## src/hw/rtl/lbm_pkg.sv

```systemverilog
package lbm_pkg;

    localparam int SAMPLE_W    = 12;
    localparam int BAND_W      = 3;
    localparam int GAIN_W      = 12;
    localparam int PEAK_W      = 12;
    localparam int COLOR_W     = 8;
    localparam int INDEX_W     = 8;
    // signed strip position, holds every bound the bar can produce
    localparam int POS_W       = 8;
    localparam int LEVEL_SHIFT = 28;
    localparam int K_PEAK_BASE = 364;
    localparam int K_OLD       = 79 * 4096;

    localparam logic [SAMPLE_W-1:0] MID_SCALE  = 12'd2048;
    localparam logic [GAIN_W-1:0]   GAIN_RESET = 12'd256;

    typedef enum logic {
        OP_SAMPLE = 1'b0,
        OP_UPDATE = 1'b1
    } op_t;

    typedef struct packed {
        op_t                 operation;
        logic [BAND_W-1:0]   band;
        logic [SAMPLE_W-1:0] sample;
    } item_t;

    typedef struct packed {
        logic [INDEX_W-1:0] pixel_index;
        logic [COLOR_W-1:0] red;
        logic [COLOR_W-1:0] green;
        logic [COLOR_W-1:0] blue;
        logic               last;
    } pixel_t;

    typedef struct packed {
        logic [COLOR_W-1:0] red;
        logic [COLOR_W-1:0] green;
        logic [COLOR_W-1:0] blue;
    } rgb_t;

    typedef struct packed {
        logic [BAND_W-1:0] band;
        logic [PEAK_W-1:0] peak;
    } q_entry_t;

    typedef struct packed {
        logic empty;
        logic full;
    } fifo_status_t;

    typedef struct packed {
        logic busy;
    } back_status_t;

    typedef enum logic [2:0] {
        BK_IDLE,
        BK_CALC,
        BK_SCALE,
        BK_CLAMP,
        BK_PLAN,
        BK_UPPER,
        BK_LOWER
    } back_state_t;

    // fixed color per strip; dim is the lower-side tenth of each component
    function automatic rgb_t strip_color(input logic [3:0] strip, input logic dim);
        rgb_t c;
        case (strip)
            4'd0:    c = dim ? rgb_t'{8'd25, 8'd0, 8'd0}  : rgb_t'{8'd255, 8'd0, 8'd0};
            4'd1:    c = dim ? rgb_t'{8'd20, 8'd0, 8'd5}  : rgb_t'{8'd200, 8'd0, 8'd55};
            4'd2:    c = dim ? rgb_t'{8'd14, 8'd0, 8'd11} : rgb_t'{8'd145, 8'd0, 8'd110};
            4'd3:    c = dim ? rgb_t'{8'd9, 8'd0, 8'd16}  : rgb_t'{8'd90, 8'd0, 8'd165};
            4'd4:    c = dim ? rgb_t'{8'd3, 8'd0, 8'd22}  : rgb_t'{8'd35, 8'd0, 8'd220};
            4'd5:    c = dim ? rgb_t'{8'd0, 8'd0, 8'd25}  : rgb_t'{8'd0, 8'd0, 8'd255};
            4'd6:    c = dim ? rgb_t'{8'd0, 8'd3, 8'd22}  : rgb_t'{8'd0, 8'd35, 8'd220};
            4'd7:    c = dim ? rgb_t'{8'd0, 8'd7, 8'd18}  : rgb_t'{8'd0, 8'd70, 8'd185};
            4'd8:    c = dim ? rgb_t'{8'd0, 8'd10, 8'd15} : rgb_t'{8'd0, 8'd105, 8'd150};
            4'd9:    c = dim ? rgb_t'{8'd0, 8'd14, 8'd11} : rgb_t'{8'd0, 8'd140, 8'd115};
            4'd10:   c = dim ? rgb_t'{8'd0, 8'd17, 8'd8}  : rgb_t'{8'd0, 8'd175, 8'd80};
            4'd11:   c = dim ? rgb_t'{8'd0, 8'd21, 8'd4}  : rgb_t'{8'd0, 8'd210, 8'd45};
            4'd12:   c = dim ? rgb_t'{8'd0, 8'd24, 8'd1}  : rgb_t'{8'd0, 8'd245, 8'd10};
            4'd13:   c = dim ? rgb_t'{8'd0, 8'd25, 8'd0}  : rgb_t'{8'd0, 8'd255, 8'd0};
            default: c = dim ? rgb_t'{8'd25, 8'd0, 8'd0}  : rgb_t'{8'd255, 8'd0, 8'd0};
        endcase
        return c;
    endfunction

endpackage

```

## src/hw/rtl/lbm_fifo.sv

```systemverilog
module lbm_fifo #(
    parameter int DEPTH = 2
) (
    input  logic                   clk,
    input  logic                   rst_n,
    input  logic                   push,
    input  lbm_pkg::q_entry_t      wdata,
    input  logic                   pop,
    output lbm_pkg::q_entry_t      rdata,
    output lbm_pkg::fifo_status_t  status
);
    import lbm_pkg::*;

    localparam int PTR_W = (DEPTH > 1) ? $clog2(DEPTH) : 1;
    localparam int CNT_W = $clog2(DEPTH + 1);

    q_entry_t           slot_reg [DEPTH];
    logic [PTR_W-1:0]   wr_ptr_reg;
    logic [PTR_W-1:0]   rd_ptr_reg;
    logic [CNT_W-1:0]   count_reg;

    assign rdata        = slot_reg[rd_ptr_reg];
    assign status.empty = (count_reg == '0);
    assign status.full  = (count_reg == CNT_W'(DEPTH));

    always_ff @(posedge clk)
    begin
        if (push)
        begin
            slot_reg[wr_ptr_reg] <= wdata;
        end
    end

    always_ff @(posedge clk or negedge rst_n)
    begin
        if (!rst_n)
        begin
            wr_ptr_reg <= '0;
            rd_ptr_reg <= '0;
            count_reg  <= '0;
        end
        else
        begin
            if (push)
            begin
                wr_ptr_reg <= (wr_ptr_reg == PTR_W'(DEPTH - 1)) ? '0 : wr_ptr_reg + 1'b1;
            end
            if (pop)
            begin
                rd_ptr_reg <= (rd_ptr_reg == PTR_W'(DEPTH - 1)) ? '0 : rd_ptr_reg + 1'b1;
            end
            if (push && !pop)
            begin
                count_reg <= count_reg + 1'b1;
            end
            else if (pop && !push)
            begin
                count_reg <= count_reg - 1'b1;
            end
        end
    end

endmodule

```

## src/hw/rtl/lbm_front.sv

```systemverilog
module lbm_front #(
    parameter int BANDS = 7
) (
    input  logic               clk,
    input  logic               rst_n,
    input  logic               item_valid,
    output logic               item_ready,
    input  lbm_pkg::item_t     item,
    output logic               q_push,
    output lbm_pkg::q_entry_t  q_entry,
    input  logic               q_full
);
    import lbm_pkg::*;

    localparam int BIDX_W = (BANDS > 1) ? $clog2(BANDS) : 1;

    logic [PEAK_W-1:0]   peak_reg [BANDS];
    logic [BIDX_W-1:0]   idx;
    logic                in_range;
    logic                accept;
    logic [SAMPLE_W-1:0] mag;

    assign idx      = BIDX_W'(item.band);
    assign in_range = (int'(item.band) < BANDS);
    // samples never need queue space
    assign item_ready = !q_full || (item.operation == OP_SAMPLE);
    assign accept     = item_valid && item_ready;
    assign mag        = (item.sample >= MID_SCALE) ? item.sample - MID_SCALE
                                                   : MID_SCALE - item.sample;

    assign q_push       = accept && in_range && (item.operation == OP_UPDATE);
    assign q_entry.band = item.band;
    assign q_entry.peak = peak_reg[idx];

    always_ff @(posedge clk or negedge rst_n)
    begin
        if (!rst_n)
        begin
            for (int i = 0; i < BANDS; i++)
            begin
                peak_reg[i] <= '0;
            end
        end
        else if (accept && in_range)
        begin
            if (item.operation == OP_UPDATE)
            begin
                peak_reg[idx] <= '0;
            end
            else if (PEAK_W'(mag) > peak_reg[idx])
            begin
                peak_reg[idx] <= PEAK_W'(mag);
            end
        end
    end

endmodule

```

## src/hw/rtl/lbm_back.sv

```systemverilog
module lbm_back #(
    parameter int BANDS     = 7,
    parameter int STRIP_LEN = 16,
    parameter int CENTER    = 8
) (
    input  logic                          clk,
    input  logic                          rst_n,
    input  logic                          cfg_we,
    input  logic [lbm_pkg::GAIN_W-1:0]    cfg_wdata,
    input  lbm_pkg::q_entry_t             q_entry,
    input  lbm_pkg::fifo_status_t         q_status,
    output logic                          q_pop,
    output logic                          pixel_valid,
    input  logic                          pixel_ready,
    output lbm_pkg::pixel_t               pixel,
    output lbm_pkg::back_status_t         status
);
    import lbm_pkg::*;

    localparam int SPAN    = (STRIP_LEN > CENTER) ? STRIP_LEN - CENTER : 0;
    localparam int LVL_W   = (SPAN > 1) ? $clog2(SPAN + 1) : 1;
    localparam int BIDX_W  = (BANDS > 1) ? $clog2(BANDS) : 1;
    localparam int K_PEAK  = K_PEAK_BASE * SPAN;
    localparam int ACC_MAX = K_PEAK * 4095 + K_OLD * SPAN;
    localparam int ACC_W   = ($clog2(ACC_MAX + 1) > 20) ? $clog2(ACC_MAX + 1) : 20;
    localparam int PROD_W  = ACC_W + GAIN_W;

    localparam logic signed [POS_W-1:0] C_POS   = POS_W'(CENTER);
    localparam logic signed [POS_W-1:0] TOP_POS = POS_W'(STRIP_LEN - 1);
    localparam logic signed [POS_W-1:0] P_ONE   = 1;
    localparam logic signed [POS_W-1:0] P_ZERO  = 0;

    back_state_t         state_reg, state_next;
    logic [GAIN_W-1:0]   gain_reg;
    logic [LVL_W-1:0]    bar_reg [BANDS];
    logic [BAND_W-1:0]   band_reg;
    logic [PEAK_W-1:0]   peak_reg;
    logic [LVL_W-1:0]    old_reg;
    logic [LVL_W-1:0]    newl_reg;
    logic                grow_reg;
    logic [ACC_W-1:0]    acc_reg;
    logic [PROD_W-1:0]   prod_reg;
    logic signed [POS_W-1:0] pos_reg, up_last_reg, lo_first_reg, lo_last_reg;
    logic                lo_any_reg;
    logic                sel_reg;
    pixel_t              pixel_reg;
    logic                pixel_valid_reg;

    logic [BIDX_W-1:0]   bidx;
    logic [PROD_W-1:0]   shifted;
    logic [LVL_W-1:0]    clamp_lvl;
    logic signed [POS_W-1:0] a_s, b_s, shr_s;
    logic signed [POS_W-1:0] up_first, up_last_raw, up_last, lo_first, lo_last_raw, lo_last;
    logic                up_any, lo_any;
    logic                out_free;
    logic                emit, emit_last, seg_end;
    logic [15:0]         idx_wide;
    rgb_t                color;

    assign bidx     = BIDX_W'(band_reg);
    assign out_free = !pixel_valid_reg || pixel_ready;

    // level from the product, clamped to the span
    assign shifted   = prod_reg >> LEVEL_SHIFT;
    assign clamp_lvl = (shifted > PROD_W'(SPAN)) ? LVL_W'(SPAN) : shifted[LVL_W-1:0];

    // pixel ranges between old and new bar, clipped to the strip
    always_comb
    begin
        a_s         = POS_W'(grow_reg ? old_reg : newl_reg);
        b_s         = POS_W'(grow_reg ? newl_reg : old_reg);
        shr_s       = grow_reg ? P_ZERO : P_ONE;
        up_first    = C_POS + a_s + shr_s;
        up_last_raw = C_POS + b_s;
        up_last     = (up_last_raw > TOP_POS) ? TOP_POS : up_last_raw;
        lo_first    = C_POS - a_s - P_ONE - shr_s;
        lo_last_raw = C_POS - b_s - P_ONE;
        lo_last     = (lo_last_raw < P_ZERO) ? P_ZERO : lo_last_raw;
        up_any      = (up_first <= up_last);
        lo_any      = (lo_first >= lo_last);
    end

    always_comb
    begin
        if (state_reg == BK_UPPER)
        begin
            seg_end = (pos_reg == up_last_reg);
        end
        else
        begin
            seg_end = (pos_reg == lo_last_reg);
        end
    end

    // next state
    always_comb
    begin
        state_next = state_reg;
        case (state_reg)
            BK_IDLE:
            begin
                if (!q_status.empty)
                begin
                    state_next = BK_CALC;
                end
            end
            BK_CALC:  state_next = BK_SCALE;
            BK_SCALE: state_next = BK_CLAMP;
            BK_CLAMP: state_next = BK_PLAN;
            BK_PLAN:
            begin
                if (up_any)
                begin
                    state_next = BK_UPPER;
                end
                else if (lo_any)
                begin
                    state_next = BK_LOWER;
                end
                else
                begin
                    state_next = BK_IDLE;
                end
            end
            BK_UPPER:
            begin
                if (out_free && sel_reg && seg_end)
                begin
                    state_next = lo_any_reg ? BK_LOWER : BK_IDLE;
                end
            end
            BK_LOWER:
            begin
                if (out_free && sel_reg && seg_end)
                begin
                    state_next = BK_IDLE;
                end
            end
            default: state_next = BK_IDLE;
        endcase
    end

    // outputs of the sequencer
    always_comb
    begin
        q_pop     = 1'b0;
        emit      = 1'b0;
        emit_last = 1'b0;
        case (state_reg)
            BK_IDLE:  q_pop = !q_status.empty;
            BK_UPPER:
            begin
                emit      = out_free;
                emit_last = sel_reg && seg_end && !lo_any_reg;
            end
            BK_LOWER:
            begin
                emit      = out_free;
                emit_last = sel_reg && seg_end;
            end
            default:
            begin
                q_pop = 1'b0;
            end
        endcase
    end

    // strip number is 2*band + sel
    assign idx_wide = 16'({band_reg, sel_reg}) * 16'(STRIP_LEN) + 16'($unsigned(pos_reg));
    assign color    = grow_reg ? strip_color({band_reg, sel_reg}, pos_reg < C_POS) : '0;

    always_ff @(posedge clk or negedge rst_n)
    begin
        if (!rst_n)
        begin
            state_reg       <= BK_IDLE;
            gain_reg        <= GAIN_RESET;
            pixel_valid_reg <= 1'b0;
            for (int i = 0; i < BANDS; i++)
            begin
                bar_reg[i] <= '0;
            end
        end
        else
        begin
            state_reg <= state_next;
            if (cfg_we)
            begin
                gain_reg <= cfg_wdata;
            end
            if (state_reg == BK_CLAMP)
            begin
                bar_reg[bidx] <= clamp_lvl;
            end
            if (emit)
            begin
                pixel_valid_reg <= 1'b1;
            end
            else if (pixel_ready)
            begin
                pixel_valid_reg <= 1'b0;
            end
        end
    end

    always_ff @(posedge clk)
    begin
        case (state_reg)
            BK_IDLE:
            begin
                band_reg <= q_entry.band;
                peak_reg <= q_entry.peak;
            end
            BK_CALC:
            begin
                old_reg <= bar_reg[bidx];
                acc_reg <= ACC_W'(ACC_W'(peak_reg) * ACC_W'(K_PEAK))
                         + ACC_W'(ACC_W'(bar_reg[bidx]) * ACC_W'(K_OLD));
            end
            BK_SCALE:
            begin
                prod_reg <= PROD_W'(acc_reg) * PROD_W'(gain_reg);
            end
            BK_CLAMP:
            begin
                newl_reg <= clamp_lvl;
                grow_reg <= (clamp_lvl > old_reg);
            end
            BK_PLAN:
            begin
                up_last_reg  <= up_last;
                lo_first_reg <= lo_first;
                lo_last_reg  <= lo_last;
                lo_any_reg   <= lo_any;
                pos_reg      <= up_any ? up_first : lo_first;
                sel_reg      <= 1'b0;
            end
            default:
            begin
                if (emit)
                begin
                    sel_reg <= !sel_reg;
                    if (sel_reg)
                    begin
                        if (state_reg == BK_UPPER)
                        begin
                            pos_reg <= seg_end ? lo_first_reg : pos_reg + P_ONE;
                        end
                        else
                        begin
                            pos_reg <= pos_reg - P_ONE;
                        end
                    end
                end
            end
        endcase
        if (emit)
        begin
            pixel_reg.pixel_index <= idx_wide[INDEX_W-1:0];
            pixel_reg.red         <= color.red;
            pixel_reg.green       <= color.green;
            pixel_reg.blue        <= color.blue;
            pixel_reg.last        <= emit_last;
        end
    end

    assign pixel_valid = pixel_valid_reg;
    assign pixel       = pixel_reg;
    assign status.busy = (state_reg != BK_IDLE);

endmodule

```

## src/hw/rtl/led_bar_level_meter.sv

```systemverilog
// LED bar level meter. Sample transactions (operation 0) keep, per band, the peak of
// |sample-2048| and are taken whenever offered. An update transaction (operation 1)
// is queued in a two-entry queue; the back end takes it from the queue, then computes
// the new level (two constant products, the gain multiply, clamp, range planning) and
// after that makes one pixel write per cycle while the output is not stalled. Pixels
// past either strip end are skipped, so an update writes at most 32 pixels at the
// default sizes (16 positions on each of the band's two strips).
// Sample transactions keep flowing while the back end works; update transactions stall
// only when the queue is full.
// The gain register is written through cfg_we/cfg_wdata and should change only when
// the block is idle.
module led_bar_level_meter #(
    parameter int BANDS     = 7,
    parameter int STRIP_LEN = 16,
    parameter int CENTER    = 8
) (
    input  logic                        clk,
    input  logic                        rst_n,
    input  logic                        cfg_we,
    input  logic [lbm_pkg::GAIN_W-1:0]  cfg_wdata,
    input  logic                        item_valid,
    output logic                        item_ready,
    input  lbm_pkg::item_t              item,
    output logic                        pixel_valid,
    input  logic                        pixel_ready,
    output lbm_pkg::pixel_t             pixel
);
    import lbm_pkg::*;

    logic          q_push;
    logic          q_pop;
    q_entry_t      q_wdata;
    q_entry_t      q_rdata;
    fifo_status_t  q_stat;
    back_status_t  back_stat;

    lbm_front #(
        .BANDS(BANDS)
    ) u_front (
        .clk        (clk),
        .rst_n      (rst_n),
        .item_valid (item_valid),
        .item_ready (item_ready),
        .item       (item),
        .q_push     (q_push),
        .q_entry    (q_wdata),
        .q_full     (q_stat.full)
    );

    lbm_fifo #(
        .DEPTH(2)
    ) u_fifo (
        .clk    (clk),
        .rst_n  (rst_n),
        .push   (q_push),
        .wdata  (q_wdata),
        .pop    (q_pop),
        .rdata  (q_rdata),
        .status (q_stat)
    );

    lbm_back #(
        .BANDS     (BANDS),
        .STRIP_LEN (STRIP_LEN),
        .CENTER    (CENTER)
    ) u_back (
        .clk         (clk),
        .rst_n       (rst_n),
        .cfg_we      (cfg_we),
        .cfg_wdata   (cfg_wdata),
        .q_entry     (q_rdata),
        .q_status    (q_stat),
        .q_pop       (q_pop),
        .pixel_valid (pixel_valid),
        .pixel_ready (pixel_ready),
        .pixel       (pixel),
        .status      (back_stat)
    );

    a_no_push_when_full: assert property (@(posedge clk) disable iff (!rst_n)
        q_push |-> !q_stat.full)
        else $error("update queued while queue full");

    a_no_pop_when_empty: assert property (@(posedge clk) disable iff (!rst_n)
        q_pop |-> !q_stat.empty)
        else $error("queue popped while empty");

    a_pop_starts_work: assert property (@(posedge clk) disable iff (!rst_n)
        q_pop |=> back_stat.busy)
        else $error("back end idle after taking an update");

    a_more_pixels_pending: assert property (@(posedge clk) disable iff (!rst_n)
        (pixel_valid && pixel_ready && !pixel.last) |-> back_stat.busy)
        else $error("non-final pixel transaction with back end idle");

endmodule

```

## config.mk

```make
export PLATFORM = sky130hd
export DESIGN_NAME = led_bar_level_meter
export DESIGN_NICKNAME = d
export VERILOG_FILES = /design/src/hw/rtl/lbm_pkg.sv /design/src/hw/rtl/lbm_fifo.sv /design/src/hw/rtl/lbm_front.sv /design/src/hw/rtl/lbm_back.sv /design/src/hw/rtl/led_bar_level_meter.sv
export SDC_FILE = /design/constraint.sdc
export NUM_CORES = 1
export LEC_CHECK = 0
export BUFFER_PORTS_ARGS = -buffer_cell sky130_fd_sc_hd__buf_2
export CORE_UTILIZATION = 47
export DETAILED_ROUTE_END_ITERATION = 7
export GPL_TIMING_DRIVEN = 0
export HOLD_SLACK_MARGIN = 0.05
export PLACE_DENSITY = 0.72
export SKIP_CTS_REPAIR_TIMING = 1
export SLEW_MARGIN = 20
export SYNTH_ARGS = -nofsm -noshare
export SYNTH_HDL_FRONTEND = slang
export SYNTH_SLANG_ARGS = --single-unit
```

## constraint.sdc

```tcl
create_clock -name clk -period 15.1 [get_ports clk]
set_input_delay 1.51 -clock clk [delete_from_list [all_inputs] [get_ports clk]]
set_output_delay 1.51 -clock clk [all_outputs]
set_load 0.005 [all_outputs]
```

# Word level (Yosys, flattened, before mapping)
# Memory sizes are Yosys's and may differ from the RTL's. A register that Yosys moved wholly into a read port is not among the register bits.
# Index checks and enable logic that the tools add are counted.
# classes
add_sub_neg	18
mul	3
n_lt_le_gt_ge	14
n_eq_ne	25
muxes	63
bitwise	6
n_reduce_logical	33
# op_table
cell	count
24-bit one-hot mux with 13 select lines	1
84-bit two-way mux	2
84-bit AND	1
84-bit bitwise mux	1
84-bit NOT	1
16-bit two-way mux	5
24-bit two-way mux	3
8-bit two-way mux	8
12-bit two-way mux	4
12-bit binary-select mux with 3-bit select	1
12-bit demux with 3-bit select	1
24-bit by 12-bit multiplier with 36-bit output	1
15-bit two-way mux	2
28-bit bitwise mux	1
24-bit by 23-bit adder with 24-bit output	1
4-bit == test (second input constant)	6
4-bit two-way mux	6
8-bit by 2-bit subtractor with 8-bit output (second input constant)	3
23-bit two-way mux	1
22-bit two-way mux	1
3-bit one-hot mux with 7 select lines	1
12-bit by 7-bit multiplier with 19-bit output (second input constant)	1
3-bit two-way mux	6
5-bit by 8-bit adder with 8-bit output (first input constant)	2
other kinds (51)	102
# totals
register_bits	268
ram_bits	30
input_bits	33
out_inout_bits	35
wordCells	199
memories	1
# mem_list
name	words	word_bits	read_ports	rd_ports_with_merged_regs	write_ports	line	rtl
u_fifo.slot_reg	2	15	1	1	1	lbm_fifo.sv:17	q_entry_t slot_reg [DEPTH];

# Logic depth before layout (Yosys ltp)
# Gate-level depths: netlist (run 1).
# depth
depth_word	10
depth_mapped	25
ltp_nobuf	23

# Hierarchy
# From an unflattened synthesis (run 1), not the netlist that was laid out.
# unflattened
hier_cells	2246
hier_area_um2	23035.8
# modules_own_cells
module	instances	cells_per_inst	area_per_inst_um2
lbm_back	1	1756	16928.7
lbm_front	1	427	4785.8
lbm_fifo	1	63	1321.3

# Worst setup path before layout (run 1)
# OpenSTA, ideal clock, no wires.
# synth_timing
kind	reg-to-reg
startpoint	register u_back.gain_reg[8]
endpoint	register u_back.prod_reg[35] (data pin)
t_arrival_ps	5080
required_ps	14841
setup_slack_ps	9761
stages_incl_launch_ff	19
n_path_buf	1
period_less_slack_ps	5339
cell_sequence	dfstp_2 clkbuf_1 nand2_1 fa_1 inv_1 fa_1 fa_1 fa_1 inv_1 fa_1 inv_1 ha_1 and3_1 nand3_1 o211ai_1 a22oi_1 a31oi_1 nor4_1 a211o_1
# synth_between
elab_chain_len	1
# synth_lines
element	line	rtl
start, declared	lbm_back.sv:34	logic [GAIN_W-1:0] gain_reg;
start signal, assigned	lbm_back.sv:189	gain_reg <= cfg_wdata;
24-bit by 12-bit multiplier with 36-bit output	lbm_back.sv:222	prod_reg <= PROD_W'(acc_reg) * PROD_W'(gain_reg);
end signal, assigned	lbm_back.sv:222	
end, declared	lbm_back.sv:42	logic [PROD_W-1:0] prod_reg;
# Every way passes these cells.
# A chain may end at the register's enable or synchronous reset.

# Worst setup path in the final report (run 1)
# layout_timing
startpoint	register u_back.band_reg[1]
endpoint	register u_back.acc_reg[23] (data pin)
# layout_between
elab_chain_len	6
# layout_lines
element	line	rtl
start, declared	lbm_back.sv:36	logic [BAND_W-1:0] band_reg;
start signal, assigned	lbm_back.sv:211	band_reg <= q_entry.band;
3-bit NOT with 4-bit output (not written as such)	lbm_back.sv:218	+ ACC_W'(ACC_W'(bar_reg[bidx]) * ACC_W'(K_OLD));
4-bit binary-select mux with 3-bit select	lbm_back.sv:218	
4-bit two-way mux (not written as such) (2 in a row)	lbm_back.sv:218	
4-bit by 7-bit multiplier with 11-bit output	lbm_back.sv:218	
24-bit by 23-bit adder with 24-bit output	lbm_back.sv:218	
end signal, assigned	lbm_back.sv:217	acc_reg <= ACC_W'(ACC_W'(peak_reg) * ACC_W'(K_PEAK))
end, declared	lbm_back.sv:41	logic [ACC_W-1:0] acc_reg;
# Every way passes these cells. The select of a mux whose other input is x is not followed.

==> run_results.csv, run 1 <==
group,metric,value,unit
outcome,status,"complete, but fails checks",
outcome,violations,"DRC",
finish,drive_above_1_share,0.09584,
job,cap_violations,0,
sta,hold_violations,0,
global_routing,antenna_found_initial,0,
drt,ant_nets,0,
synth,netlist_area,0.02251,mm2
synth,synth_area_leaders,"edfxtp_1, fa_1, dfrtp_1",
synth,synth_top_area_share,0.1841,
worst_setup_path,crit_fanout,10,
drt,drc,2,
synth,synth_warnings,0,
die,dieWidth,220.8,um
worst_setup_path,required,15.41,ns
finish,final_cells,2965,
worst_setup_path,path_depth,24,
drt,drt_iter0_drc,1290,
synth,yosysMostFrequentCell,"inv_1",
sta,period_share,0.4121,
placed_design,dpl.hpwl,41.76,mm
clocking,cts_buffers,31,
die,start_util,0.4804,
worst_setup_path,path_buf_inv,5,
sta,rsz0062_at_grt,"no",
worst_setup_path,r2r-start,"u_back.band_reg[1]$_DFFE_PP_",
worst_setup_path,crit_end,"u_back.acc_reg[23]$_DFFE_PP_",
clocking,cts_buffer_depth,3,
clocking,cts_tree,"done",
worst_setup_path,slowest_delay,0.61,ns
synth,synth_area_per_cell,10.12,um2
drt,finalWirelength,54.89,mm
drt,drt_first_pass_iters,8,
worst_setup_path,crit_chain,"clkbuf_1 > buf_1 > clkbuf_1 > nor2_1 > a21oi_1 > a21oi_1 > fa_1 > inv_1 > fa_1 > inv_1 > ha_1 > a21o_1 > a21oi_1 > nand2b_1 > o21ai_2 > o21a_1 > o21ai_1 > xnor2_1 > ha_1 > o21ai_0 > nor2_1 > mux2i_1 > o211ai_1 > xor2_1",
worst_setup_path,cpMaxStageDelayCell,"fa_1",
finish,synthToLayoutAreaGrowth,10.03,%
global_routing,grtUsageMet2,0.3881,
worst_setup_path,crit_family,"adder cells",
sta,drv_slew,0,
finish,largest_reg_flops,84,
sta,setup_violations,0,
finish,fin_nets,2741,
worst_setup_path,end_kind,"flip-flop",
synth,synth_top_area_cell,"edfxtp_1",
synth,yosysSeqAreaShare,0.3309,
worst_setup_path,critPathMostFrequentCell,"a21oi_1",
die,pin_count,68,
global_routing,grtUsageMet3,0.03320,
synth,async_flop_share,0.4889,
sta,finClkSkew,0.01215,ns
clocking,path_clk_slew,0.06,ns
global_routing,met1_usage,0.2859,
worst_setup_path,crit_type,"flip-flop to flip-flop",
die,die_area,0.04877,mm2
sta,min_period,6.223,ns
worst_setup_path,critPathLaunchType,"flip-flop",
worst_setup_path,crit_arrival,6.53,ns
drt,wl_per_cell,18.51,um
clocking,htree_levels,1,
global_routing,grt_pass1_vias,17410,
clocking,root_buffer,"clkbuf_16",
placed_design,portBuffers,67,
hold_path,hp-class,"flip-flop to flip-flop",
global_routing,grt_max_degree,68,
clocking,clk_latency,0.58,ns
global_routing,overflow,0,
placed_design,place_congestion,0.9452,
synth,ys.flop_type,"edfxtp_1",
sta,fin_setup_tns,0,ns
worst_setup_path,rrSetupSlack,8.88,ns
placed_design,dp.cells,2907,
clocking,clkSinkCount,270,
die,core_area,0.04685,mm2
synth,ys_seq_elements,270,
synth,synthDistinctLibCells,79,
worst_setup_path,r2r_end,"u_back.acc_reg[23]$_DFFE_PP_",
drt,num_vias,16800,
global_routing,grt_first_pass_wirelength,88.99,mm
die,fp-row-count,79,
global_routing,grt.busiest_layer,"met2",
synth,synth_edf_count,138,
finish,n_antenna_cell,0,
drt,vias_per_cell,5.666,
die,fp.dieH,220.8,um
sta,maxSlewHeadroom,0.3052,
sta,timing.fmax,160.7,MHz
synth,ys_top_cells_by_count,"inv_1, nand2_1, fa_1, ha_1, edfxtp_1",
sta,worst_pin_slew,1.040,ns
worst_setup_path,critPathLaunch,"u_back.band_reg[1]$_DFFE_PP_",
worst_setup_path,ff2ff_path_depth,24,
global_routing,globalRouteTotalUtil,0.2259,
synth,syn_inst,2225,
cells in the final DEF, fill, tap and decap left out, types with 21 or more instances in the layout:
cell type and count:
a21o_1 24, a21oi_1 95, a22o_1 86, a22oi_1 21, and2_1 88, buf_2 84, clkbuf_1 89, clkbuf_16 33
dfrtp_1 131, edfxtp_1 138, fa_1 201, ha_1 174, inv_1 336, mux2_2 50, mux2i_1 22, nand2_1 225
nand3_1 27, nor2_1 101, nor2b_1 33, o21ai_0 58, xnor2_1 40, xor2_1 30
worst register-to-register path, cell delays in order, from the launching register on:
cell      delay, ns
edfxtp_1       0.44
clkbuf_1       0.38
buf_1          0.43
clkbuf_1       0.42
nor2_1         0.10
a21oi_1        0.12
a21oi_1        0.25
fa_1           0.62
inv_1          0.06
fa_1           0.55
inv_1          0.06
ha_1           0.28
a21o_1         0.17
a21oi_1        0.20
nand2b_1       0.15
o21ai_2        0.06
o21a_1         0.18
o21ai_1        0.14
xnor2_1        0.09
ha_1           0.41
o21ai_0        0.30
nor2_1         0.08
mux2i_1        0.14
o211ai_1       0.13
xor2_1         0.19
final cells by class:
class	count	area, um2
fillers	4122	22090
multi-input cells	1502	13340
flip-flops and latches	270	7448
inverters	337	1265
clock buffers	38	874.6
well taps	607	759.5
plain buffers	118	480.5
repair buffers	73	426.7
clock inverters	20	167.7
cell families (layout without fill, tap and decap cells):
family / after synthesis / count (layout) / share of synthesized area
buffers and inverters: 455 / 586 / 0.07755
AO/OA/AOI/OAI: 399 / 399 / 0.1232
AND/OR/NAND/NOR: 573 / 573 / 0.1233
XOR/XNOR: 70 / 70 / 0.02724
multiplexers: 81 / 81 / 0.04197
flip-flops: 270 / 270 / 0.3309
other: 2 / 4 / 0.0003337
adder cells (fa/ha/maj): 375 / 375 / 0.2755
per-layer routing:
metal	routed length (um)	vias to the layer above
met2	26650	638
met1	22390	8330
met3	3666	152
li1	-	7678
met5	87	-
met4	2101	2
per-stage QoR:
step | utilization | setup slack [ns] | hold WS (ns) | cell area, um2
final | 0.5286 | 8.877 | 0.4488 | 24770
after global placement | 0.5039 | 8.881 | 0.4338 | 23610
after CTS | 0.5286 | 8.882 | 0.4506 | 24770
after floorplan | - | 9.761 | 0.4244 | 22520
after global routing | 0.5286 | 8.480 | 0.4565 | 24770
after detailed placement | 0.5064 | 8.818 | 0.4368 | 23720
worst min-delay path by stage:
stage,from,end,depth (start not counted)
final,u_back.pos_reg[3]$_DFFE_PP_,u_back.pixel[28]$_DFFE_PP_,0
after global routing,u_back.pos_reg[3]$_DFFE_PP_,u_back.pixel[28]$_DFFE_PP_,0
after CTS,u_back.pos_reg[3]$_DFFE_PP_,u_back.pixel[28]$_DFFE_PP_,0
after detailed placement,u_back.pos_reg[3]$_DFFE_PP_,u_back.pixel[28]$_DFFE_PP_,0
after global placement,u_back.pos_reg[2]$_DFFE_PP_,u_back.pixel[27]$_DFFE_PP_,0
after floorplan,u_back.pos_reg[2]$_DFFE_PP_,u_back.pixel[27]$_DFFE_PP_,0
Power of run 1 is left out: the tool's default activity adds up to more than one toggle a clock period on the data nets, which glitch-free logic cannot reach.
==> inputs of run 2 (changes only) <==
Settings changed: PLACE_DENSITY 0.72 to 0.74.
Clock period 15.1 ns to 5 ns, I/O delays scaled along.
==> run_results.csv, run 2 (synthesized netlist as in run 1, its figures left out) <==
group,metric,value,unit
finish,largest_reg_flops,84,
drt,ant_nets,0,
hold_path,hp-class,"primary input to flip-flop",
sta,rsz0062_at_grt,"yes",
clocking,clkSinkCount,270,
finish,drive_above_1_share,0.1827,
drt,drt_iter0_drc,1294,
sta,worst_pin_slew,1.052,ns
worst_setup_path,r2r-start,"u_back.acc_reg[6]$_DFFE_PP_",
finish,layout_commonest_cell,"inv_1",
die,pin_count,68,
die,fp.dieH,220.8,um
worst_setup_path,required,5.31,ns
global_routing,antenna_found_initial,0,
placed_design,portBuffers,67,
clocking,cts_buffer_depth,3,
sta,finClkSkew,0.02501,ns
global_routing,overflow,0,
sta,timing.fmax,187.6,MHz
worst_setup_path,crit_fanout,6,
worst_setup_path,crit_arrival,5.64,ns
clocking,cts_buffers,29,
sta,maxSlewHeadroom,0.2986,
die,core_area,0.04685,mm2
clocking,root_buffer,"clkbuf_16",
worst_setup_path,critPathLaunchType,"flip-flop",
drt,drc,0,
sta,setup_violations,11,
drt,vias_per_cell,5.644,
sta,min_period,5.330,ns
placed_design,place_congestion,0.9248,
die,die_area,0.04877,mm2
clocking,path_clk_slew,0.06,ns
hold_path,min_to,"u_back.gain_reg[10]$_DFFE_PN0P_",
sta,drv_slew,0,
drt,drt_first_pass_iters,5,
worst_setup_path,ff2ff_path_depth,16,
drt,finalWirelength,56.02,mm
clocking,clk_latency,0.58,ns
finish,n_antenna_cell,0,
global_routing,globalRouteTotalUtil,0.2248,
worst_setup_path,crit_type,"flip-flop to flip-flop",
finish,final_cells,3005,
drt,num_vias,16960,
sta,fin_ws,-0.3298,ns
worst_setup_path,r2r_end,"u_back.prod_reg[28]$_DFFE_PP_",
hold_path,whs_path_depth,2,
job,cap_violations,0,
clocking,htree_levels,1,
finish,mostFrequentLayoutCells,"inv_1, nand2_1, fa_1",
placed_design,pre_cts_ws,-1.087,ns
finish,fin_nets,2783,
placed_design,dp.cells,2907,
sta,hold_violations,0,
hold_path,hp-start,"cfg_wdata[10]",
worst_setup_path,end_kind,"flip-flop",
placed_design,dpl.hpwl,41.90,mm
drt,wl_per_cell,18.64,um
outcome,status,"complete, but fails checks",
die,fp-row-count,79,
die,dieWidth,220.8,um
global_routing,grt_pass1_vias,17270,
sta,period_share,1.066,
finish,final_core_util,0.5543,
clocking,cts_tree,"done",
worst_setup_path,rrSetupSlack,-0.33,ns
die,start_util,0.4804,
sta,fin_setup_tns,-2.207,ns
finish,synthToLayoutAreaGrowth,15.39,%
global_routing,grt_max_degree,83,
global_routing,grt_first_pass_wirelength,88.93,mm
outcome,violations,"setup timing",
[run 2: changes by cell type in the layout (fill, tap and decap cells not counted), sizes merged]
cell	delta
clkinvlp	+2
buf	+63
dlygate4sd3	+1
clkbuf	-24
bufinv	+3
clkinv	-5
[run 2: how the worst max path moves through the flow]
stage / from / to / depth (start not counted)
2_1_floorplan: u_back.acc_reg[8]$_DFFE_PP_ / u_back.prod_reg[35]$_DFFE_PP_ / 18
3_3_place_gp: u_back.acc_reg[7]$_DFFE_PP_ / u_back.prod_reg[28]$_DFFE_PP_ / 17
3_5_place_dp: u_back.gain_reg[4]$_DFFE_PN0P_ / u_back.prod_reg[35]$_DFFE_PP_ / 18
4_1_cts: u_back.gain_reg[4]$_DFFE_PN0P_ / u_back.prod_reg[35]$_DFFE_PP_ / 18
5_1_grt: u_back.band_reg[0]$_DFFE_PP_ / u_back.acc_reg[23]$_DFFE_PP_ / 25
6_report: u_back.acc_reg[6]$_DFFE_PP_ / u_back.prod_reg[28]$_DFFE_PP_ / 16
[run 2: layout make-up]
cell class | instances | area [um2]
Fill cell | 3836 | 20880
Multi-Input combinational cell | 1502 | 14010
Sequential cell | 270 | 7448
Inverter | 337 | 1269
Timing Repair Buffer | 119 | 807.0
Clock buffer | 34 | 795.8
Tap cell | 607 | 759.5
Buffer | 116 | 648.1
Clock inverter | 20 | 231.5
[run 2: stage by stage]
stage | instance area (um2) | hold WS, ns
5_1_grt | 25970 | 0.1614
4_1_cts | 24940 | -0.1685
2_1_floorplan | 22700 | 0.2044
6_report | 25970 | 0.1741
3_5_place_dp | 23920 | 0.4328
3_3_place_gp | 23800 | 0.4339
[run 2: worst max-delay path, stage by stage (launching register included)]
cell,delay [ns]
edfxtp_1,0.52
buf_4,0.23
and2_1,0.18
fa_1,0.49
ha_1,0.23
fa_1,0.54
inv_1,0.05
fa_1,0.46
fa_1,0.55
inv_1,0.05
ha_1,0.21
nor3_1,0.18
o41ai_1,0.13
a21boi_0,0.16
a2111oi_1,0.78
o31ai_4,0.15
xor2_1,0.18
[run 2: metal layers]
metal  vias to the layer above  global-route usage  wire length, um
li1                       7745                   -                -
met1                      8476              0.2969            23500
met2                       619              0.3786            27290
met3                       120             0.03094             3387
met4                         0             0.08076             1844
met5                         -                   0                0
Power of run 2 is left out for the same reason.
